## config.mk

```make
export PLATFORM = sky130hd
export DESIGN_NAME = two_level_bitmap_find_next_top
export DESIGN_NICKNAME = d
export VERILOG_FILES = /design/src/sv/tlbf_pkg.sv /design/src/sv/tlbf_alu.sv /design/src/sv/tlbf_ffs.sv /design/src/sv/two_level_bitmap_find_next_top.sv
export SDC_FILE = /design/constraint.sdc
export NUM_CORES = 2
export LEC_CHECK = 0
export ABC_AREA = 0
export BUFFER_PORTS_ARGS = -buffer_cell sky130_fd_sc_hd__buf_4
export CAP_MARGIN = 0
export CORE_AREA = 2 2 578 580
export CTS_BUF_LIST = sky130_fd_sc_hd__clkbuf_4
export DETAILED_ROUTE_END_ITERATION = 12
export DIE_AREA = 0 0 580 582
export PLACE_DENSITY_LB_ADDON = 0.12
export SETUP_SLACK_MARGIN = 0.05
export SYNTH_ARGS = -nofsm -noshare
export SYNTH_HDL_FRONTEND = slang
export SYNTH_SLANG_ARGS = --single-unit
export TNS_END_PERCENT = 1
```

## constraint.sdc

```tcl
create_clock -name aclk -period 9.1 [get_ports aclk]
set_clock_uncertainty 0.1 [all_clocks]
set_input_delay 1.365 -clock aclk [delete_from_list [all_inputs] [get_ports aclk]]
set_output_delay 1.365 -clock aclk [all_outputs]
set_load 0.01 [all_outputs]
```

## src/sv/tlbf_pkg.sv

```systemverilog
// Shared types and constants of the two-level bitmap find-next block.
// No dependencies; imported by the arithmetic unit and the top level.
`timescale 1ns / 1ps

package tlbf_pkg;

    // Fixed widths of the transaction fields and the size register.
    localparam int IDX_W     = 11;
    localparam int SIZE_W    = 12;
    localparam int OP_W      = 2;
    localparam int IDX_SPAN  = 2048;

    // Width of the shared arithmetic unit and the reciprocal shift.
    localparam int UW        = 22;
    localparam int DIV_SHIFT = 12;

    // Operation codes of an input transaction.
    localparam logic [OP_W-1:0] OP_INSERT = 2'd0;
    localparam logic [OP_W-1:0] OP_REMOVE = 2'd1;
    localparam logic [OP_W-1:0] OP_FIND   = 2'd2;
    localparam logic [OP_W-1:0] OP_CLEAR  = 2'd3;

    // Register index of size_bits, taken from paddr bit 2.
    localparam logic REG_IDX_SIZE_BITS = 1'b0;

    localparam logic [SIZE_W-1:0] SIZE_RESET = 12'd2048;

    // Arithmetic unit operations.
    typedef logic [1:0] uop_t;
    localparam uop_t UOP_ADD = 2'd0;
    localparam uop_t UOP_SUB = 2'd1;
    localparam uop_t UOP_MUL = 2'd2;

    typedef struct packed {
        uop_t          op;
        logic [UW-1:0] a;
        logic [UW-1:0] b;
    } unit_req_t;

    typedef struct packed {
        logic [UW-1:0] res;
        logic          lt;
    } unit_rsp_t;

endpackage

```

## src/sv/tlbf_alu.sv

```systemverilog
// Shared arithmetic unit: add, subtract with less-than flag, small multiply.
// Depends on tlbf_pkg for the request and response structures.
`timescale 1ns / 1ps

module tlbf_alu (
    input  tlbf_pkg::unit_req_t req,
    output tlbf_pkg::unit_rsp_t rsp
);
    import tlbf_pkg::*;

    // One operation per cycle, chosen by the sequencer.
    always_comb begin
        rsp.lt = (req.a < req.b);
        case (req.op)
            UOP_ADD: begin
                rsp.res = req.a + req.b;
            end
            UOP_SUB: begin
                rsp.res = req.a - req.b;
            end
            UOP_MUL: begin
                rsp.res = req.a * req.b;
            end
            default: begin
                rsp.res = '0;
            end
        endcase
    end

endmodule

```

## src/sv/tlbf_ffs.sv

```systemverilog
// Find-first-set search with a lower bound on the bit position.
// No dependencies; used for both store words and the summary word.
`timescale 1ns / 1ps

module tlbf_ffs #(
    parameter int FW  = 64,
    parameter int FIW = $clog2(FW),
    parameter int LW  = FIW + 1
) (
    input  logic [FW-1:0]  vec,
    input  logic [LW-1:0]  lo,
    output logic           hit,
    output logic [FIW-1:0] idx
);

    // Scan from the top so that the lowest qualifying bit wins.
    always_comb begin
        hit = 1'b0;
        idx = '0;
        for (int i = FW - 1; i >= 0; i--) begin
            if (vec[i] && (LW'(i) >= lo)) begin
                hit = 1'b1;
                idx = FIW'(i);
            end
        end
    end

endmodule

```

## src/sv/two_level_bitmap_find_next_top.sv

```systemverilog
// Channel   Direction  Signals                                   Moves
// s_        in         s_valid/s_ready, s_operation, s_index     one request
// m_        out        m_valid/m_ready, m_ok, m_found, ...       one result
// apb       in/out     psel, penable, pwrite, paddr, pwdata      size_bits
//
// A request steps through the sequencer states in order, and a clear goes
// straight to the result. The shared arithmetic unit is used once per step:
// reciprocal divide, correction, range check and position add.
// aresetn is synchronous and active low; it empties the set at once.
// A finished result waits in the output register; the next request is taken
// meanwhile, and its result waits until the previous one is taken.
// Depends on tlbf_pkg, tlbf_alu and tlbf_ffs.
`timescale 1ns / 1ps

module two_level_bitmap_find_next_top #(
    parameter int NUM_WORDS = 32,
    parameter int WORD_BITS = 64
) (
    input  logic                          aclk,
    input  logic                          aresetn,
    // Configuration port
    input  logic                          psel,
    input  logic                          penable,
    input  logic                          pwrite,
    input  logic [2:0]                    paddr,
    input  logic [31:0]                   pwdata,
    output logic [31:0]                   prdata,
    output logic                          pready,
    // Request channel
    input  logic                          s_valid,
    output logic                          s_ready,
    input  logic [tlbf_pkg::OP_W-1:0]     s_operation,
    input  logic [tlbf_pkg::IDX_W-1:0]    s_index,
    // Result channel
    output logic                          m_valid,
    input  logic                          m_ready,
    output logic                          m_ok,
    output logic                          m_found,
    output logic [tlbf_pkg::IDX_W-1:0]    m_position,
    output logic                          m_empty_res
);
    import tlbf_pkg::*;

    localparam int AW        = (NUM_WORDS > 1) ? $clog2(NUM_WORDS) : 1;
    localparam int QW        = $clog2(IDX_SPAN / WORD_BITS + 1);
    localparam int RW        = $clog2(WORD_BITS);
    localparam int FW        = (WORD_BITS > NUM_WORDS) ? WORD_BITS : NUM_WORDS;
    localparam int FIW       = $clog2(FW);
    localparam int LW        = FIW + 1;
    localparam int RECIP     = (1 << DIV_SHIFT) / WORD_BITS;
    localparam int CAP_MAX   = NUM_WORDS * WORD_BITS;
    localparam int CAP_RESET = (CAP_MAX < IDX_SPAN) ? CAP_MAX : IDX_SPAN;

    // Sequencer states.
    localparam logic [3:0] S_IDLE   = 4'd0;
    localparam logic [3:0] S_QEST   = 4'd1;
    localparam logic [3:0] S_BASE   = 4'd2;
    localparam logic [3:0] S_REM    = 4'd3;
    localparam logic [3:0] S_FIX    = 4'd4;
    localparam logic [3:0] S_RANGE  = 4'd5;
    localparam logic [3:0] S_CHK    = 4'd6;
    localparam logic [3:0] S_WRITE  = 4'd7;
    localparam logic [3:0] S_FIND1  = 4'd8;
    localparam logic [3:0] S_SUMM   = 4'd9;
    localparam logic [3:0] S_FIND2  = 4'd10;
    localparam logic [3:0] S_POS    = 4'd11;
    localparam logic [3:0] S_RESULT = 4'd12;

    logic [3:0]           state_reg, state_next;
    logic [OP_W-1:0]      op_reg, op_next;
    logic [IDX_W-1:0]     idx_reg, idx_next;
    logic [QW-1:0]        q_reg, q_next;
    logic [RW:0]          rem_reg, rem_next;
    logic [SIZE_W-1:0]    base_reg, base_next;
    logic [FIW-1:0]       lsb_reg, lsb_next;
    logic [IDX_W-1:0]     pos_reg, pos_next;
    logic                 ok_reg, ok_next;
    logic                 found_reg, found_next;
    logic [NUM_WORDS-1:0] summary_reg, summary_next;
    logic [SIZE_W-1:0]    size_bits_reg, size_bits_next;
    logic [SIZE_W-1:0]    cap_limit_reg, cap_limit_next;
    logic                 m_valid_reg, m_valid_next;
    logic                 m_ok_reg, m_ok_next;
    logic                 m_found_reg, m_found_next;
    logic [IDX_W-1:0]     m_position_reg, m_position_next;
    logic                 m_empty_reg, m_empty_next;

    // Word store and its registered read port.
    logic [WORD_BITS-1:0] word_mem [NUM_WORDS];
    logic [WORD_BITS-1:0] rd_data_reg;
    logic                 rd_valid_reg;
    logic                 mem_we;
    logic                 mem_rd_en;
    logic [AW-1:0]        mem_addr;
    logic [WORD_BITS-1:0] mem_wdata;
    logic [WORD_BITS-1:0] rd_word;
    logic [WORD_BITS-1:0] bit_mask;

    unit_req_t            alu_req;
    unit_rsp_t            alu_rsp;
    logic [FW-1:0]        ffs_vec;
    logic [LW-1:0]        ffs_lo;
    logic                 ffs_hit;
    logic [FIW-1:0]       ffs_idx;
    logic                 cfg_wr;
    logic                 cfg_fits;

    tlbf_alu u_alu (
        .req (alu_req),
        .rsp (alu_rsp)
    );

    tlbf_ffs #(
        .FW  (FW),
        .FIW (FIW),
        .LW  (LW)
    ) u_ffs (
        .vec (ffs_vec),
        .lo  (ffs_lo),
        .hit (ffs_hit),
        .idx (ffs_idx)
    );

    // A word whose summary bit is clear reads as zero.
    assign rd_word  = rd_valid_reg ? rd_data_reg : '0;
    assign bit_mask = WORD_BITS'(1) << rem_reg[RW-1:0];

    // Configuration port decode.
    assign pready   = 1'b1;
    assign cfg_wr   = psel && penable && pwrite && (paddr[2] == REG_IDX_SIZE_BITS);
    assign cfg_fits = ({1'b0, pwdata[SIZE_W-1:0]} <= (SIZE_W + 1)'(CAP_MAX));

    always_comb begin
        prdata = '0;
        if (paddr[2] == REG_IDX_SIZE_BITS) begin
            prdata = 32'(size_bits_reg);
        end
    end

    assign s_ready     = (state_reg == S_IDLE);
    assign m_valid     = m_valid_reg;
    assign m_ok        = m_ok_reg;
    assign m_found     = m_found_reg;
    assign m_position  = m_position_reg;
    assign m_empty_res = m_empty_reg;

    // Sequencer and datapath next-state logic.
    always_comb begin
        state_next      = state_reg;
        op_next         = op_reg;
        idx_next        = idx_reg;
        q_next          = q_reg;
        rem_next        = rem_reg;
        base_next       = base_reg;
        lsb_next        = lsb_reg;
        pos_next        = pos_reg;
        ok_next         = ok_reg;
        found_next      = found_reg;
        summary_next    = summary_reg;
        size_bits_next  = size_bits_reg;
        cap_limit_next  = cap_limit_reg;
        m_valid_next    = m_valid_reg;
        m_ok_next       = m_ok_reg;
        m_found_next    = m_found_reg;
        m_position_next = m_position_reg;
        m_empty_next    = m_empty_reg;
        alu_req         = '{op: UOP_ADD, a: '0, b: '0};
        ffs_vec         = '0;
        ffs_lo          = '0;
        mem_we          = 1'b0;
        mem_rd_en       = 1'b0;
        mem_addr        = q_reg[AW-1:0];
        mem_wdata       = '0;

        if (m_valid_reg && m_ready) begin
            m_valid_next = 1'b0;
        end

        // A size write that fits sets the capacity and empties the set.
        if (cfg_wr && cfg_fits) begin
            size_bits_next = pwdata[SIZE_W-1:0];
            cap_limit_next = pwdata[SIZE_W-1:0];
            summary_next   = '0;
        end

        case (state_reg)
            S_IDLE: begin
                if (s_valid) begin
                    op_next    = s_operation;
                    idx_next   = s_index;
                    ok_next    = 1'b0;
                    found_next = 1'b0;
                    pos_next   = '0;
                    if (s_operation == OP_CLEAR) begin
                        summary_next = '0;
                        ok_next      = 1'b1;
                        state_next   = S_RESULT;
                    end else begin
                        state_next = S_QEST;
                    end
                end
            end
            // Word estimate: index times the reciprocal of the word width.
            S_QEST: begin
                alu_req    = '{op: UOP_MUL, a: UW'(idx_reg), b: UW'(RECIP)};
                q_next     = alu_rsp.res[DIV_SHIFT +: QW];
                state_next = S_BASE;
            end
            S_BASE: begin
                alu_req    = '{op: UOP_MUL, a: UW'(q_reg), b: UW'(WORD_BITS)};
                base_next  = alu_rsp.res[SIZE_W-1:0];
                state_next = S_REM;
            end
            S_REM: begin
                alu_req    = '{op: UOP_SUB, a: UW'(idx_reg), b: UW'(base_reg)};
                rem_next   = alu_rsp.res[RW:0];
                state_next = S_FIX;
            end
            // The estimate may be one word short; correct it once.
            S_FIX: begin
                alu_req = '{op: UOP_SUB, a: UW'(rem_reg), b: UW'(WORD_BITS)};
                if (!alu_rsp.lt) begin
                    rem_next = alu_rsp.res[RW:0];
                    q_next   = q_reg + QW'(1);
                end
                state_next = S_RANGE;
            end
            S_RANGE: begin
                alu_req    = '{op: UOP_SUB, a: UW'(idx_reg), b: UW'(rem_reg)};
                base_next  = alu_rsp.res[SIZE_W-1:0];
                state_next = S_CHK;
            end
            // In range when the word's first bit lies below the requested size.
            S_CHK: begin
                alu_req = '{op: UOP_SUB, a: UW'(base_reg), b: UW'(cap_limit_reg)};
                if (alu_rsp.lt) begin
                    ok_next   = 1'b1;
                    mem_rd_en = 1'b1;
                    if (op_reg == OP_FIND) begin
                        state_next = S_FIND1;
                    end else begin
                        state_next = S_WRITE;
                    end
                end else begin
                    state_next = S_RESULT;
                end
            end
            // Read-modify-write of the word, with its summary bit.
            S_WRITE: begin
                mem_we = 1'b1;
                if (op_reg == OP_INSERT) begin
                    mem_wdata = rd_word | bit_mask;
                end else begin
                    mem_wdata = rd_word & ~bit_mask;
                end
                summary_next[q_reg[AW-1:0]] = |mem_wdata;
                state_next = S_RESULT;
            end
            // Search the indexed word from the bit position upwards.
            S_FIND1: begin
                ffs_vec = FW'(rd_word);
                ffs_lo  = LW'(rem_reg[RW-1:0]);
                if (ffs_hit) begin
                    lsb_next   = ffs_idx;
                    found_next = 1'b1;
                    state_next = S_POS;
                end else begin
                    state_next = S_SUMM;
                end
            end
            // Next non-empty word above the indexed one, from the summary.
            S_SUMM: begin
                ffs_vec = FW'(summary_reg);
                ffs_lo  = LW'(q_reg[AW-1:0]) + LW'(1);
                if (ffs_hit) begin
                    q_next     = QW'(ffs_idx);
                    mem_addr   = ffs_idx[AW-1:0];
                    mem_rd_en  = 1'b1;
                    found_next = 1'b1;
                    state_next = S_FIND2;
                end else begin
                    state_next = S_RESULT;
                end
            end
            // The flagged word is non-empty, so its lowest bit always exists.
            S_FIND2: begin
                ffs_vec    = FW'(rd_data_reg);
                ffs_lo     = '0;
                lsb_next   = ffs_idx;
                alu_req    = '{op: UOP_MUL, a: UW'(q_reg), b: UW'(WORD_BITS)};
                base_next  = alu_rsp.res[SIZE_W-1:0];
                state_next = S_POS;
            end
            S_POS: begin
                alu_req    = '{op: UOP_ADD, a: UW'(base_reg), b: UW'(lsb_reg)};
                pos_next   = alu_rsp.res[IDX_W-1:0];
                state_next = S_RESULT;
            end
            // Load the output register once it is free.
            S_RESULT: begin
                if (!m_valid_reg || m_ready) begin
                    m_valid_next    = 1'b1;
                    m_ok_next       = ok_reg;
                    m_found_next    = found_reg;
                    m_position_next = found_reg ? pos_reg : '0;
                    m_empty_next    = (summary_reg == '0);
                    state_next      = S_IDLE;
                end
            end
            default: begin
                state_next = S_IDLE;
            end
        endcase
    end

    // Control registers.
    always_ff @(posedge aclk) begin
        if (!aresetn) begin
            state_reg     <= S_IDLE;
            m_valid_reg   <= 1'b0;
            summary_reg   <= '0;
            size_bits_reg <= SIZE_RESET;
            cap_limit_reg <= SIZE_W'(CAP_RESET);
        end else begin
            state_reg     <= state_next;
            m_valid_reg   <= m_valid_next;
            summary_reg   <= summary_next;
            size_bits_reg <= size_bits_next;
            cap_limit_reg <= cap_limit_next;
        end
    end

    // Payload registers.
    always_ff @(posedge aclk) begin
        op_reg         <= op_next;
        idx_reg        <= idx_next;
        q_reg          <= q_next;
        rem_reg        <= rem_next;
        base_reg       <= base_next;
        lsb_reg        <= lsb_next;
        pos_reg        <= pos_next;
        ok_reg         <= ok_next;
        found_reg      <= found_next;
        m_ok_reg       <= m_ok_next;
        m_found_reg    <= m_found_next;
        m_position_reg <= m_position_next;
        m_empty_reg    <= m_empty_next;
    end

    // Word store: one write or one registered read per cycle.
    always_ff @(posedge aclk) begin
        if (mem_we) begin
            word_mem[mem_addr] <= mem_wdata;
        end
        if (mem_rd_en) begin
            rd_data_reg  <= word_mem[mem_addr];
            rd_valid_reg <= summary_reg[mem_addr];
        end
    end

endmodule

```

==> flow_summary.yaml <==
outcome:
  status: "finished, final reports clean"
sta:
  finalSetupTns_ns: 0
  slew_viol_final: 0
  finalCriticalPeriod_ns: 8.165
  rsz0062_at_grt: "false"
  max-slew-margin-rel_pct: 13.77
  setup_viol: 0
  final.period_utilization_pct: 89.72
  hold_violations: 0
  worst_slew_pin_slew_ns: 1.292
  clock.fmax_ghz: 0.1225
logic_synthesis:
  synth_most_common_cell: "edfxtp_1"
  synth_edf_count: 2184
  synth_top_family_by_area: "compound AO/OA/AOI/OAI gates"
  synthTopCellsByArea: "edfxtp_1 (66%), a21oi_1 (4.8%), nand3_1 (4.4%), o21ai_0 (4.3%), a2111oi_0 (2.2%)"
  synth_top_area_cell: "edfxtp_1"
  syn_area_per_cell_um2: 12.87
  ys_seq_elements: 2233
  synth_compound_area_share_pct: 14.32
  synth_simple_gate_area_share_pct: 8.594
  ys.warnings.count: 0
  synthArstFlopShare_pct: 0
  synthAdderAreaFrac_pct: 2.938
  synth_xor_area_share_pct: 0.3872
  synth_top_area_share_pct: 66.32
  synthMuxAreaShare_pct: 3.045
  synth.cell_area_mm2: 0.09889
  synth-main-ff-cell: "edfxtp_1"
  synthTopCellsByCount: "edfxtp_1 (2,184), a21oi_1 (943), nand3_1 (865)"
  synth_sequential_area_ratio_pct: 67.31
  syn_inst: 7681
  synth_cell_type_count: 104
routing:
  first_pass_iters: 5
  routed_wl_mm: 392.4
  ant_nets: 0
  drt-wirelength-per-cell_um: 30.36
  first_iter_violations: 7649
  viasPerCell: 5.538
  drc: 0
  vias: 71590
setup_path:
  path_cells: "buf_4 -> ha_1 -> xor2_1 -> a22o_1 -> nand3_1 -> a41o_1 -> a22o_1 -> nor4b_2 -> nand4_1 -> o21ai_2 -> buf_4 -> nor3_4 -> nor2_4 -> buf_12 -> buf_4 -> mux2_2 -> a2111oi_0 -> nand4_1"
  crit_family: "compound AO/OA/AOI/OAI gates"
  crit_path_start: "q_reg[1]"
  r2r_setup_slack_ns: 0.94
  slowest_delay_ns: 0.84
  worst-setup-path-type: "reg2reg"
  regToRegStartpoint: "q_reg[1]"
  cp.required_ns: 10.17
  end_kind: "flip-flop"
  reg2reg_depth: 18
  crit_path_top_delay_cell: "a2111oi_0"
  crit_fanout: 23
  crit_top_cell: "buf_4"
  startpoint_type: "flip-flop"
  worstPathArrival_ns: 9.24
  reg2reg_to: "rd_data_reg[7]"
  cp_num_buf_inv: 4
clocking:
  cts_root_buffer: "clkbuf_4"
  cts_buffer_depth: 4
  cts_inserted_buffers: 623
  cts_tree: "built"
  clk_pin_slew_ns: 0.07
  clkLatencyLatePin_ns: 1.56
  cts.sinks: 2233
  htreeDepth: 6
grt:
  grt_pass1_wl_mm: 548.8
  grt_pass1_vias: 70210
  grt_overflow: 0
  antenna_found_initial: 18
  grt_max_degree: 183
  track_usage_pct: 22.53
power_and_ir_drop:
  ir_drop_uv: 218.5
  leakage_uw: 0.03527
  power_density_mw_per_mm2: 283.5
hold_path:
  whs_endpoint: "cap_limit_reg[1]"
  hold_path_class: "in2reg"
  whs_path_depth: 2
  hold_start: "aresetn"
placed_design:
  placed_area_mm2: 0.1065
  gp_congestion: 0.9236
  port-buffer-count: 60
  hpwlAfterDp_mm: 215.9
final_layout:
  largest_reg_flops: 2048
  syn2layout_area_growth_pct: 16.03
  drive_gt1_share_pct: 18.78
  final_cell_area_mm2: 0.1147
  nets: 8324
die:
  start_util_pct: 29.80
  fp.dieH_um: 582
  die_width_um: 580
  dieArea_mm2: 0.3376
  rows: 212
  core_mm2: 0.3318
  ios: 104
flow_run:
  cap_violations: 0
repair_timing:
item / 4_1_cts / 5_1_grt
setup endpoints to repair: 0 / 0
setup buffers: 0 / 0
hold buffers: 30 / 0
resized for setup: 0 / 0
endpoints found under the hold margin: 30 / 0
worst register-to-register path: cells and delay by family (launching register included):
family | cells | cell delay [ns]
xor+xnor | 1 | 0.42
mux | 1 | 0.42
flops | 1 | 0.33
fa+ha+maj | 1 | 0.64
buf+inv | 4 | 1.28
compound gates | 5 | 2.55
simple gates | 6 | 2.05
power breakdown:
group	total (uW)	switching (uW)	internal (uW)
clock	9310	4390	4920
combinational	11300	7780	3560
sequential	11900	253	11600
total	32500	12400	20100
worst max path at each step:
| stage | end | slack (ns) | cells after the start |
|---|---|---|---|
| final | rd_data_reg[7] | 0.94 | 18 |
| after global routing | q_reg[5] | 0.37 | 30 |
| after CTS | q_reg[5] | 0.88 | 30 |
| after detailed placement | q_reg[5] | 0.87 | 30 |
| after global placement | q_reg[5] | 0.86 | 30 |
| after floorplan | rd_data_reg[0] | 0.54 | 18 |
cells by family (layout without fill, tap and decap cells):
group                    after synthesis  after routing
AO/OA/AOI/OAI                       2423           2423
XOR/XNOR                              42             42
adder cells (fa/ha/maj)              180            180
buffers and inverters                813           1644
flip-flops                          2233           2233
multiplexers                         268            268
other                                  2             28
AND/OR/NAND/NOR                     1720           1720
layout by cell type (no fill, tap or decap), types with 16 or more instances in the layout:
| cell type | n |
|---|---|
| dlygate4sd3_1 | 30 |
| xnor2_1 | 31 |
| nor2b_1 | 54 |
| and2_1 | 41 |
| dfxtp_1 | 49 |
| mux2_2 | 68 |
| a31oi_1 | 79 |
| a21o_1 | 22 |
| nor3_1 | 22 |
| buf_4 | 277 |
| clkinv_1 | 82 |
| nand2b_1 | 22 |
| nand4_1 | 91 |
| a32oi_1 | 16 |
| nor2_1 | 130 |
| a22oi_1 | 50 |
| nor2_2 | 50 |
| a21oi_1 | 943 |
| and3_1 | 16 |
| nor2_4 | 41 |
| inv_1 | 161 |
| a211oi_1 | 18 |
| a22o_1 | 16 |
| clkbuf_4 | 925 |
| fa_1 | 87 |
| a21boi_0 | 26 |
| conb_1 | 21 |
| nand2_1 | 299 |
| buf_12 | 102 |
| ha_1 | 93 |
| a2111oi_0 | 252 |
| nand3_1 | 855 |
| edfxtp_1 | 2184 |
| mux2_1 | 191 |
| o21ai_0 | 844 |
| nor4_1 | 25 |
routing by layer:
metal	GRT usage, %	wire (um)	vias to the layer above
met2	36.04	182300	3054
li1	-	-	30890
met5	0	50	-
met1	31.37	173600	37030
met3	3.613	25920	603
met4	6.716	10540	8
layout make-up:
type	instances	area, um2
Clock buffer	925	6944
Fill cell	32630	217100
Multi-Input combinational cell	4654	29700
Inverter	167	626.9
Tap cell	4387	5489
Timing Repair Buffer	410	4437
Antenna cell	7	17.52
Clock inverter	142	964.7
Sequential cell	2233	66560
metrics by stage:
stage	total power (uW)	std cells	utilization, %	hold slack [ns]	worst slack [ns]
after floorplan	18590	7700	-	0.3003	0.5375
after global placement	23390	11820	32.09	0.3655	0.8613
after detailed placement	23370	11820	32.09	0.3747	0.8659
after CTS	32820	12920	34.56	0.01382	0.8839
after global routing	34270	12920	34.58	0.1042	0.3705
final	32530	12930	34.58	0.2268	0.9353
(Power assumes the default switching activity.)
